File: config.mk
export PLATFORM = sky130hd
export DESIGN_NAME = vgrt_ctrl
export DESIGN_NICKNAME = d
export VERILOG_FILES = /design/src/rtl/vgrt_pkg.sv /design/src/rtl/vgrt_ctrl.sv
export SDC_FILE = /design/constraint.sdc
export NUM_CORES = 1
export LEC_CHECK = 0
export BUFFER_PORTS_ARGS = -buffer_cell sky130_fd_sc_hd__clkbuf_2
export CAP_MARGIN = 20
export CORE_MARGIN = 3
export CORE_UTILIZATION = 30
export CTS_BUF_LIST = sky130_fd_sc_hd__clkbuf_16
export DETAILED_ROUTE_END_ITERATION = 7
export SLEW_MARGIN = 20
export SYNTH_ARGS = -nofsm -noshare
export SYNTH_HDL_FRONTEND = slang
export SYNTH_SLANG_ARGS = --single-unit
File: constraint.sdc
create_clock -name clk -period 1.9 [get_ports clk]
set_input_delay 0.38 -clock clk [delete_from_list [all_inputs] [get_ports clk]]
set_output_delay 0.38 -clock clk [all_outputs]
set_load 0.005 [all_outputs]
File: src/rtl/vgrt_pkg.sv
// Shared types and constants of the voxel grid ray traversal block.
// Used by every module in rtl; depends on nothing.
package vgrt_pkg;

    localparam int CHUNK_SIDE_DEF    = 16;
    localparam int WINDOW_CHUNKS_DEF = 4;
    localparam int TYPE_BITS_DEF     = 8;

    localparam int BASE_W  = 12;
    localparam int VOX_W   = 16;
    localparam int POS_W   = 32;
    localparam int FRAC_W  = 16;
    localparam int DIR_W   = 16;
    localparam int DIST_W  = 31;
    localparam int FACE_W  = 3;
    localparam int HTYPE_W = 8;
    localparam int BTYPE_W = 8;
    localparam int LEN2_W  = 32;
    localparam int LEN_W   = 24;
    localparam int BND_W   = 17;
    localparam int PROD_W  = BND_W + LEN_W;
    localparam int NUM_W   = PROD_W - 8;
    localparam int CFG_IDX_W = 2;

    localparam logic [DIST_W-1:0] DIST_SAT = '1;

    localparam logic [CFG_IDX_W-1:0] REG_BASE_X = 2'd0;
    localparam logic [CFG_IDX_W-1:0] REG_BASE_Y = 2'd1;
    localparam logic [CFG_IDX_W-1:0] REG_BASE_Z = 2'd2;

    localparam logic [1:0] AXIS_X = 2'd0;
    localparam logic [1:0] AXIS_Y = 2'd1;
    localparam logic [1:0] AXIS_Z = 2'd2;

    localparam logic [FACE_W-1:0] FACE_NONE  = 3'd0;
    localparam logic [FACE_W-1:0] FACE_POS_X = 3'd1;
    localparam logic [FACE_W-1:0] FACE_NEG_X = 3'd2;
    localparam logic [FACE_W-1:0] FACE_POS_Y = 3'd3;
    localparam logic [FACE_W-1:0] FACE_NEG_Y = 3'd4;
    localparam logic [FACE_W-1:0] FACE_POS_Z = 3'd5;
    localparam logic [FACE_W-1:0] FACE_NEG_Z = 3'd6;

    typedef struct packed {
        logic                     cmd;
        logic signed [VOX_W-1:0]  vox_x;
        logic signed [VOX_W-1:0]  vox_y;
        logic signed [VOX_W-1:0]  vox_z;
        logic [BTYPE_W-1:0]       block_type;
        logic signed [POS_W-1:0]  origin_x;
        logic signed [POS_W-1:0]  origin_y;
        logic signed [POS_W-1:0]  origin_z;
        logic signed [DIR_W-1:0]  dir_x;
        logic signed [DIR_W-1:0]  dir_y;
        logic signed [DIR_W-1:0]  dir_z;
        logic [DIST_W-1:0]        max_dist;
    } req_t;

    typedef struct packed {
        logic                     hit;
        logic signed [VOX_W-1:0]  hit_x;
        logic signed [VOX_W-1:0]  hit_y;
        logic signed [VOX_W-1:0]  hit_z;
        logic [HTYPE_W-1:0]       hit_type;
        logic [FACE_W-1:0]        face;
        logic [DIST_W-1:0]        distance;
    } rsp_t;

    typedef struct packed {
        logic       clr_en;
        logic       load;
        logic       mem_wr;
        logic       square;
        logic       sqrt_start;
        logic       set_sat;
        logic       mul;
        logic       div_start;
        logic       div_tdel;
        logic       div_store;
        logic [1:0] axis;
        logic       mem_rd;
        logic       advance;
        logic       out_load;
        logic       out_hit;
    } vgrt_cmd_t;

    typedef struct packed {
        logic       clr_done;
        logic       is_cast;
        logic       dir_zero;
        logic       sqrt_done;
        logic       div_done;
        logic [2:0] axis_zero;
        logic       exit_win;
        logic       hit;
        logic       stop;
    } vgrt_stat_t;

endpackage

File: src/rtl/vgrt_ctrl.sv
// Controller: sequences clearing, writes, cast set-up and the voxel walk.
// Depends on vgrt_pkg.
module vgrt_ctrl
    import vgrt_pkg::*;
(
    input  logic       clk,
    input  logic       rst_n,
    input  logic       req_valid,
    output logic       req_stall,
    output logic       rsp_valid,
    input  logic       rsp_stall,
    input  vgrt_stat_t stat,
    output vgrt_cmd_t  cmd
);

    typedef enum logic [3:0] {
        S_CLEAR,
        S_IDLE,
        S_DISPATCH,
        S_ROOT,
        S_ROOT_WAIT,
        S_AXIS,
        S_TMAX,
        S_TMAX_WAIT,
        S_TDEL,
        S_TDEL_WAIT,
        S_CHECK,
        S_DECIDE,
        S_DONE
    } state_t;

    state_t state_reg;
    state_t state_next;
    logic [1:0] axis_reg;
    logic [1:0] axis_next;
    logic hit_reg;
    logic hit_next;
    logic rsp_valid_reg;
    logic rsp_valid_next;

    always_comb
    begin
        cmd        = '0;
        cmd.axis   = axis_reg;
        state_next = state_reg;
        axis_next  = axis_reg;
        hit_next   = hit_reg;
        case (state_reg)
            S_CLEAR:
            begin
                cmd.clr_en = 1'b1;
                if (stat.clr_done)
                begin
                    state_next = S_IDLE;
                end
            end
            S_IDLE:
            begin
                if (req_valid)
                begin
                    cmd.load   = 1'b1;
                    state_next = S_DISPATCH;
                end
            end
            S_DISPATCH:
            begin
                if (!stat.is_cast)
                begin
                    cmd.mem_wr = 1'b1;
                    state_next = S_IDLE;
                end
                else if (stat.dir_zero)
                begin
                    hit_next   = 1'b0;
                    state_next = S_DONE;
                end
                else
                begin
                    cmd.square = 1'b1;
                    state_next = S_ROOT;
                end
            end
            S_ROOT:
            begin
                cmd.sqrt_start = 1'b1;
                state_next     = S_ROOT_WAIT;
            end
            S_ROOT_WAIT:
            begin
                if (stat.sqrt_done)
                begin
                    axis_next  = AXIS_X;
                    state_next = S_AXIS;
                end
            end
            S_AXIS:
            begin
                if (stat.axis_zero[axis_reg])
                begin
                    cmd.set_sat = 1'b1;
                    if (axis_reg == AXIS_Z)
                    begin
                        state_next = S_CHECK;
                    end
                    else
                    begin
                        axis_next = axis_reg + 1'b1;
                    end
                end
                else
                begin
                    cmd.mul    = 1'b1;
                    state_next = S_TMAX;
                end
            end
            S_TMAX:
            begin
                cmd.div_start = 1'b1;
                state_next    = S_TMAX_WAIT;
            end
            S_TMAX_WAIT:
            begin
                if (stat.div_done)
                begin
                    cmd.div_store = 1'b1;
                    state_next    = S_TDEL;
                end
            end
            S_TDEL:
            begin
                cmd.div_tdel  = 1'b1;
                cmd.div_start = 1'b1;
                state_next    = S_TDEL_WAIT;
            end
            S_TDEL_WAIT:
            begin
                cmd.div_tdel = 1'b1;
                if (stat.div_done)
                begin
                    cmd.div_store = 1'b1;
                    if (axis_reg == AXIS_Z)
                    begin
                        state_next = S_CHECK;
                    end
                    else
                    begin
                        axis_next  = axis_reg + 1'b1;
                        state_next = S_AXIS;
                    end
                end
            end
            S_CHECK:
            begin
                if (stat.exit_win)
                begin
                    hit_next   = 1'b0;
                    state_next = S_DONE;
                end
                else
                begin
                    cmd.mem_rd = 1'b1;
                    state_next = S_DECIDE;
                end
            end
            S_DECIDE:
            begin
                if (stat.hit)
                begin
                    hit_next   = 1'b1;
                    state_next = S_DONE;
                end
                else if (stat.stop)
                begin
                    hit_next   = 1'b0;
                    state_next = S_DONE;
                end
                else
                begin
                    cmd.advance = 1'b1;
                    state_next  = S_CHECK;
                end
            end
            S_DONE:
            begin
                if (!(rsp_valid_reg && rsp_stall))
                begin
                    cmd.out_load = 1'b1;
                    cmd.out_hit  = hit_reg;
                    state_next   = S_IDLE;
                end
            end
            default:
            begin
                state_next = S_IDLE;
            end
        endcase
        rsp_valid_next = (rsp_valid_reg && rsp_stall) || cmd.out_load;
    end

    always_ff @(posedge clk or negedge rst_n)
    begin
        if (!rst_n)
        begin
            state_reg     <= S_CLEAR;
            axis_reg      <= AXIS_X;
            hit_reg       <= 1'b0;
            rsp_valid_reg <= 1'b0;
        end
        else
        begin
            state_reg     <= state_next;
            axis_reg      <= axis_next;
            hit_reg       <= hit_next;
            rsp_valid_reg <= rsp_valid_next;
        end
    end

    assign req_stall = state_reg != S_IDLE;
    assign rsp_valid = rsp_valid_reg;

    a_no_overwrite: assert property (@(posedge clk) disable iff (!rst_n)
        cmd.out_load |-> !(rsp_valid_reg && rsp_stall))
        else $error("result register overwritten while stalled");

    a_accept_dispatch: assert property (@(posedge clk) disable iff (!rst_n)
        (req_valid && !req_stall) |=> (state_reg == S_DISPATCH))
        else $error("accepted item not dispatched");

    a_store_port: assert property (@(posedge clk) disable iff (!rst_n)
        cmd.clr_en |-> !(cmd.mem_wr || cmd.mem_rd || cmd.load))
        else $error("store access during clearing");

    a_axis_range: assert property (@(posedge clk) disable iff (!rst_n)
        (cmd.div_store || cmd.set_sat) |-> (axis_reg != 2'd3))
        else $error("set-up axis out of range");

endmodule

==> results.rst, run 1 <==
.. list-table::
   :header-rows: 1

   * - Metric
     - Value
   * - Critical Path Fanout Max
     - 12
   * - Syn Inst Count
     - 117
   * - Sink count of the clock tree
     - 8
   * - Aggregate routed wire length
     - 2600 um
   * - Share of cells above drive strength 1
     - 40.7%
   * - Antenna-violating nets left
     - 0
   * - Required time of the worst setup path
     - 1.52 ns
   * - Highest cell delay on the worst timing path
     - 0.49 ns
   * - Kind of cell adding the most delay to the critical path
     - simple AND/OR/NAND/NOR gates
   * - TritonCTS clock tree
     - done
   * - Max-cap viol count
     - 0
   * - Clk root buf
     - clkbuf_16
   * - Run status
     - completed
   * - Origin of the critical flop-to-flop path
     - state_reg[3]$_DFFE_PN0P_
   * - Fill count
     - 250
   * - Cell with the most instances after synthesis
     - nor2_1
   * - Global-route track usage on met2
     - 24.8%
   * - Top-level I/O count
     - 33
   * - Hold violation total from the final report
     - 0
   * - GRT met1 Usage
     - 20.5%
   * - Wire per inst
     - 13.5 um
   * - Number of design-rule violations left by the first detailed-router iteration
     - 19
   * - Largest area contributor in the netlist
     - dfrtp_1
   * - Nets in the synthesized netlist
     - 133
   * - Routability-driven placement congestion ratio
     - 0.887
   * - RSZ-0062 raised after global routing
     - no
   * - Clock slew at the register clock pins of the worst setup and hold paths
     - 0.04 ns
   * - Synthesized flop and latch total
     - 8
   * - Vias/cell
     - 5.45
   * - Worst path arrival time
     - 1.41 ns
   * - Post-route DRC violation count
     - 0
   * - Area contributors post-synth
     - dfrtp_1 (23%), nor2_1 (5.7%), a31oi_1 (4.4%)
   * - Std-Cell Core Area
     - 0.00259 mm2
   * - Critical Path Start Type
     - flip-flop
   * - Peak VDD IR
     - 741 uV
   * - Critical path buffer and inverter count
     - 1
   * - Synth warn
     - 0
   * - Number of clock buffers inserted by TritonCTS
     - 3
   * - Cell with the biggest individual delay on the critical path
     - dfrtp_2
   * - Post-route non-filler standard cell count
     - 192
   * - Comb pwr share
     - 64.3%
   * - Ys async rst share
     - 100%
   * - Launch point of the critical path
     - state_reg[0]$_DFFE_PN0P_
   * - Wire length of the first global-routing pass
     - 4170 um
   * - Fin nets
     - 180
   * - Initial Util
     - 33.1%
   * - Proportion of netlist area held by the largest area contributor
     - 23.3%
   * - Clock network fraction of design power
     - 17.3%
   * - Number of cells after detailed placement
     - 182
   * - Count of vias placed by the detailed router
     - 1047
   * - Worst slew margin
     - 74.6%
   * - Sum of net half-perimeters after detailed placement
     - 1960 um
   * - Critical Path End Type
     - primary output
   * - Internal power contribution
     - 1.17 mW
   * - Fmax
     - 0.558 GHz
   * - Skew final
     - 0.00135 ns
   * - Worst Max-Slew Pin Slew
     - 0.379 ns
   * - Worst Reg2Reg Path Length in Cells
     - 4
   * - Antenna diode instance count
     - 0
   * - Ratio of final minimum period to clock period
     - 94.3%
   * - Post-Synthesis Mean Instance Area
     - 7.34 um2
   * - Net switching share of the total power
     - 42.9%
   * - Count of final max-slew check failures
     - 0
   * - Cells along the critical path
     - nand2b_1 > nor4b_1 > clkbuf_2
   * - Number of antenna violations at the first check in global routing
     - 0
   * - Latest clock arrival within the worst-skew pair
     - 0.23 ns
   * - Floorplan die height
     - 59.5 um
   * - Met3 routing resource usage after global routing
     - 4.79%
   * - Number of synthesized flops with an enable pin
     - 0
   * - Maximum number of pins on one net before global-route repair
     - 26
   * - First-pass DRT Iterations
     - 4
   * - Number of buffers added on ports
     - 32
   * - Share of power burned in registers
     - 18.4%
   * - Sequential share of the synthesized area
     - 23.3%
   * - Pre-CTS setup slack
     - 0.0330 ns
   * - Cell Rows
     - 18
   * - Die area
     - 0.00354 mm2
   * - Total negative setup slack
     - 0 ns
   * - Minimum period implied by the final worst setup slack
     - 1.79 ns
   * - Final setup viols
     - 0
   * - CTS max path bufs
     - 2
   * - Most used routing layer
     - met2
   * - Kind of path behind the tightest hold check
     - in2reg
   * - Cell area power density
     - 1630 mW/mm2
   * - Number of global-route vias before repair
     - 935
   * - Post-Syn Area
     - 858 um2
   * - Worst reg-to-reg setup slack
     - 0.17 ns
   * - Area growth from synthesis to final layout
     - 46.9%
   * - Congestion Overflow GR
     - 0
   * - GRT Total Usage
     - 15.6%
   * - Post-synth cell types
     - 39
   * - Number of H-tree levels
     - 1
   * - Leak pwr
     - 0.608 nW
   * - Worst r2r dst
     - state_reg[1]$_DFFE_PN0P_
   * - Net Switching
     - 0.882 mW
   * - Worst setup path end
     - cmd[12]
   * - Most common flop cell mapped by yosys
     - dfrtp_1
   * - Top cell types by occurrence after synthesis
     - nor2_1 (13), nand2_1 (10), dfrtp_1 (8)
   * - Number of flip-flops under the largest register name
     - 4
   * - Chip Width
     - 59.5 um
   * - Type of the setup path with the least slack
     - reg2out
   * - Number of gates on the worst path with buffers counted
     - 3
   * - Final worst setup slack
     - 0.108 ns
## cell usage in the layout, fill, tap and decap left out, drive strengths merged, types with 2 or more instances in the layout
cell	n
nor4b	2
nor2	13
a31oi	6
o21ai	5
dfrtp	8
buf	17
and3	4
nand2b	4
o211ai	2
nand2	10
clkbuf	35
mux2	2
nor4	3
a21o	2
nor3	6
inv	6
mux2i	2
a2111oi	2
nand4	2
nor2b	5
a21oi	6
nand3	2
a311oi	2
## stage by stage
stage	instance area [um2]	utilization [%]	hold slack (ns)	power (mW)
finish	1260	48.7	0.382	2.06
global route	1260	48.7	0.421	2.24
CTS	1200	46.2	0.370	1.93
detailed placement	1100	42.6	0.246	1.55
global placement	1100	42.6	0.249	1.55
floorplan	858	-	0.0844	1.15
## worst min path at each step
| stage | from | endpoint | slack, ns | cells after the start |
|---|---|---|---|---|
| floorplan | rst_n | axis_reg[0]$_DFFE_PN0P_ | 0.08 | 0 |
| global placement | rst_n | rsp_valid$_DFF_PN0_ | 0.25 | 1 |
| detailed placement | rst_n | rsp_valid$_DFF_PN0_ | 0.25 | 1 |
| CTS | rsp_stall | rsp_valid$_DFF_PN0_ | 0.37 | 3 |
| global route | rsp_stall | rsp_valid$_DFF_PN0_ | 0.42 | 3 |
| finish | rsp_stall | rsp_valid$_DFF_PN0_ | 0.38 | 3 |
## per-layer routing
layer  part of all wire [%]  up-vias
met5                      0        -
met2                     48       41
li1                       -      533
met3                    7.8        2
met4                   0.54        0
met1                     43      471
## cell type report
| class | count | area, um2 | share of cell area (%) |
|---|---|---|---|
| inverter | 6 | 22.5 | 1.79 |
| sequential | 8 | 203 | 16.1 |
| timing repair buffer | 50 | 302 | 23.9 |
| clock buffer | 3 | 75.1 | 5.95 |
| tap | 30 | 37.5 | 2.98 |
| multi-input combinational | 95 | 622 | 49.3 |
## kinds of logic after synthesis
kind of cell	synth area share (%)
simple gates	34.8
compound gates	27.6
buf+inv	6.85
flops	23.3
mux	4.96
xor+xnor	1.02
fa+ha+maj	1.46
## power groups by stage
stage | clock, mW | sequential (mW) | combinational, mW
3_3_place_gp | 0 | 0.378 | 1.17
3_5_place_dp | 0 | 0.382 | 1.17
6_report | 0.356 | 0.378 | 1.32
2_1_floorplan | 0 | 0.300 | 0.853
4_1_cts | 0.366 | 0.384 | 1.18
5_1_grt | 0.377 | 0.393 | 1.47
## worst reg2reg max path: cells and delay by family, from the launching register on
kind / cells / cell delay [ns]
flops: 1 / 0.39
compound gates: 2 / 0.72
simple gates: 2 / 0.51
## timing repair
item                                    in CTS  in global routing
resized for setup                            3                  8
endpoints found under the setup margin       6                  8
hold buffers                                 1                  0
endpoints found under the hold margin        4                  0
buffers inserted                             0                  6
(Power assumes the default switching activity.)
==> run 2, diff against run 1 <==
--- a/config.mk
+++ b/config.mk
@@ -7,10 +7,15 @@
 export LEC_CHECK = 0
 export BUFFER_PORTS_ARGS = -buffer_cell sky130_fd_sc_hd__clkbuf_2
 export CAP_MARGIN = 20
+export CELL_PAD_IN_SITES_DETAIL_PLACEMENT = 1
+export CELL_PAD_IN_SITES_GLOBAL_PLACEMENT = 2
 export CORE_MARGIN = 3
-export CORE_UTILIZATION = 30
+export CORE_UTILIZATION = 25
 export CTS_BUF_LIST = sky130_fd_sc_hd__clkbuf_16
 export DETAILED_ROUTE_END_ITERATION = 7
+export GPL_ROUTABILITY_DRIVEN = 0
+export GPL_TIMING_DRIVEN = 0
+export PLACE_DENSITY_LB_ADDON = 0.1
 export SLEW_MARGIN = 20
 export SYNTH_ARGS = -nofsm -noshare
 export SYNTH_HDL_FRONTEND = slang
==> run 2 against run 1 <==
  * Register-to-register slack worse by 0.08 ns
  * Worst setup slack worse by 0.027 ns
  * Non-clock buffer count shrank 6
  * Clock-buffer cell count stayed put
  * Maximum frequency is 1.5% lower
  * Global-route usage down 0.61 points
  * Sequential share of layout area shrank 0.61 points
  * Highest routed layer is now met3
  * Critical path type unchanged
==> results.rst, run 2 (synthesized netlist as in run 1, its figures left out) <==
.. list-table::
   :header-rows: 1

   * - Metric
     - Value
   * - Critical Path Start Type
     - flip-flop
   * - Worst Max-Slew Pin Slew
     - 0.394 ns (+0.0158 ns)
   * - Peak VDD IR
     - 763 uV (+2.9%)
   * - Highest cell delay on the worst timing path
     - 0.47 ns (-0.02 ns)
   * - GRT Total Usage
     - 15.0% (-0.61 points)
   * - Congestion Overflow GR
     - 0 (unchanged)
   * - First-pass DRT Iterations
     - 4 (unchanged)
   * - Sum of net half-perimeters after detailed placement
     - 2380 um (+21%)
   * - Count of final max-slew check failures
     - 0 (unchanged)
   * - RSZ-0062 raised after global routing
     - yes
   * - Total Power
     - 2.15 mW (+4.7%)
   * - Top-level I/O count
     - 33 (unchanged)
   * - Worst path arrival time
     - 1.44 ns (+0.03 ns)
   * - Clk root buf
     - clkbuf_16
   * - Critical Path End Type
     - primary output
   * - Number of antenna violations at the first check in global routing
     - 0 (unchanged)
   * - Cell with the biggest individual delay on the critical path
     - dfrtp_2
   * - Skew final
     - 0.000953 ns (-0.000400 ns)
   * - Post-route non-filler standard cell count
     - 200 (+4.2%)
   * - Area growth from synthesis to final layout
     - 52.8%
   * - Clock slew at the register clock pins of the worst setup and hold paths
     - 0.04 ns (about the same)
   * - Final setup viols
     - 0 (unchanged)
   * - Number of buffers added on ports
     - 32 (unchanged)
   * - Number of H-tree levels
     - 1 (unchanged)
   * - Cells along the critical path
     - buf_4 > nand2b_2 > nor4b_2 > clkbuf_2
   * - Fmax
     - 0.550 GHz (-1.5%)
   * - Hold violation total from the final report
     - 0 (unchanged)
   * - Required time of the worst setup path
     - 1.52 ns (about the same)
   * - Aggregate routed wire length
     - 3110 um (+20%)
   * - CTS max path bufs
     - 2 (unchanged)
   * - Finished Cell Area
     - 0.00131 mm2 (+4.0%)
   * - Number of cells after detailed placement
     - 193 (+6.0%)
   * - Ratio of final minimum period to clock period
     - 95.7% (+1.4 points)
   * - DP Area
     - 0.00107 mm2 (-2.6%)
   * - Kind of cell adding the most delay to the critical path
     - flip-flops
   * - Commonest cells after routing, fill and taps aside
     - clkbuf_2 (32), nor2_1 (11), nand2_1 (10)
   * - Type of the setup path with the least slack
     - reg2out
   * - Std-Cell Core Area
     - 0.00315 mm2 (+22%)
   * - Max-cap viol count
     - 0 (unchanged)
   * - Run status
     - completed
   * - Wire length of the first global-routing pass
     - 5110 um (+22%)
   * - Worst slew margin
     - 73.5% (-1.1 points)
   * - Number of global-route vias before repair
     - 1073 (+15%)
   * - Number of design-rule violations left by the first detailed-router iteration
     - 43 (+24)
   * - Total negative setup slack
     - 0 ns (unchanged)
   * - Leak pwr
     - 0.598 nW (-1.7%)
   * - Number of clock buffers inserted by TritonCTS
     - 3 (unchanged)
   * - Number of flip-flops under the largest register name
     - 4 (unchanged)
   * - Antenna-violating nets left
     - 0 (unchanged)
   * - Critical Path Fanout Max
     - 10 (-2)
   * - Commonest non-fill, non-tap cell in the layout
     - clkbuf_2
   * - Post-Route Hold Slack
     - 0.396 ns (+0.0134 ns)
   * - Final core utilization
     - 41.6% (-7.1 points)
   * - TritonCTS clock tree
     - done
   * - Sink count of the clock tree
     - 8 (unchanged)
   * - Minimum period implied by the final worst setup slack
     - 1.82 ns (+0.0269 ns)
   * - Cell area power density
     - 1640 mW/mm2 (+0.69%)
   * - Die area
     - 0.00417 mm2 (+18%)
   * - Vias/cell
     - 5.10 (-6.5%)
   * - Maximum number of pins on one net before global-route repair
     - 11 (-58%)
   * - Kind of path behind the tightest hold check
     - in2reg
   * - Chip Width
     - 64.6 um (+8.6%)
   * - Count of vias placed by the detailed router
     - 1020 (-2.6%)
   * - Share of cells above drive strength 1
     - 42.3% (+1.6 points)
   * - Post-route DRC violation count
     - 0 (unchanged)
   * - Critical path buffer and inverter count
     - 2 (+1)
   * - Cell Rows
     - 20 (+2)
   * - Final worst setup slack
     - 0.0814 ns (-0.0269 ns)
   * - Pre-CTS setup slack
     - -0.252 ns (-0.285 ns)
   * - Initial Util
     - 27.2% (-5.9 points)
   * - Floorplan die height
     - 64.6 um (+8.6%)
   * - Latest clock arrival within the worst-skew pair
     - 0.23 ns (about the same)
   * - Antenna diode instance count
     - 0 (unchanged)
   * - Fin nets
     - 174 (-3.3%)
   * - Wire per inst
     - 15.6 um (+15%)
run 2: changes by cell type in the layout (fill, tap and decap cells not counted), sizes merged:
| cell | delta |
|---|---|
| clkbuf | +1 |
| buf | -7 |
run 2: path summary, 6_finish.rpt:
| kind | startpoint | end | slack [ns] | cells past startpoint |
|---|---|---|---|---|
| min | rsp_stall | rsp_valid$_DFF_PN0_ | 0.40 | 3 |
| max reg2reg | state_reg[3]$_DFFE_PN0P_ | state_reg[1]$_DFFE_PN0P_ | 0.09 | 5 |
| max in group asynchronous | rst_n | state_reg[3]$_DFFE_PN0P_ | 1.17 | 2 |
| min reg2reg | hit_reg$_DFFE_PN0P_ | hit_reg$_DFFE_PN0P_ | 0.52 | 2 |
| max | state_reg[1]$_DFFE_PN0P_ | cmd[12] | 0.08 | 4 |
| min in group asynchronous | rst_n | rsp_valid$_DFF_PN0_ | 0.54 | 2 |
run 2: where the power goes:
part,switching (mW),total (mW),internal (mW)
registers,0.111,0.361,0.250
logic,0.789,1.45,0.658
clock network,0.0740,0.345,0.271
run 2: layout make-up:
type | instances | area, um2
repair buffers | 37 | 204
flip-flops and latches | 8 | 203
fillers | 394 | 1840
well taps | 44 | 55.1
clock buffers | 3 | 75.1
inverters | 6 | 22.5
multi-input cells | 95 | 673
plain buffers | 7 | 78.8
run 2: repair_timing:
item,in CTS,in global routing
endpoints found under the setup margin,14,10
hold buffers,1,0
endpoints found under the hold margin,4,0
setup buffers,0,4
resized for setup,17,19
pin swaps,0,4
run 2: worst register-to-register path, delay by kind of cell, from the launching register on:
kind	cells	cell delay, ns
DFF	1	0.45
and+or+nand+nor	2	0.48
buffers and inverters	1	0.14
AOI/OAI and AO/OA	2	0.62
run 2: layer usage:
layer	wire length (um)	global-route usage, %	share of wire, %	vias to the layer above
met5	0	0	0	-
met4	0	3.96	0	0
met3	86	1.21	2.8	0
met2	1570	24.4	51	19
met1	1450	21.2	47	485
li1	-	-	-	516
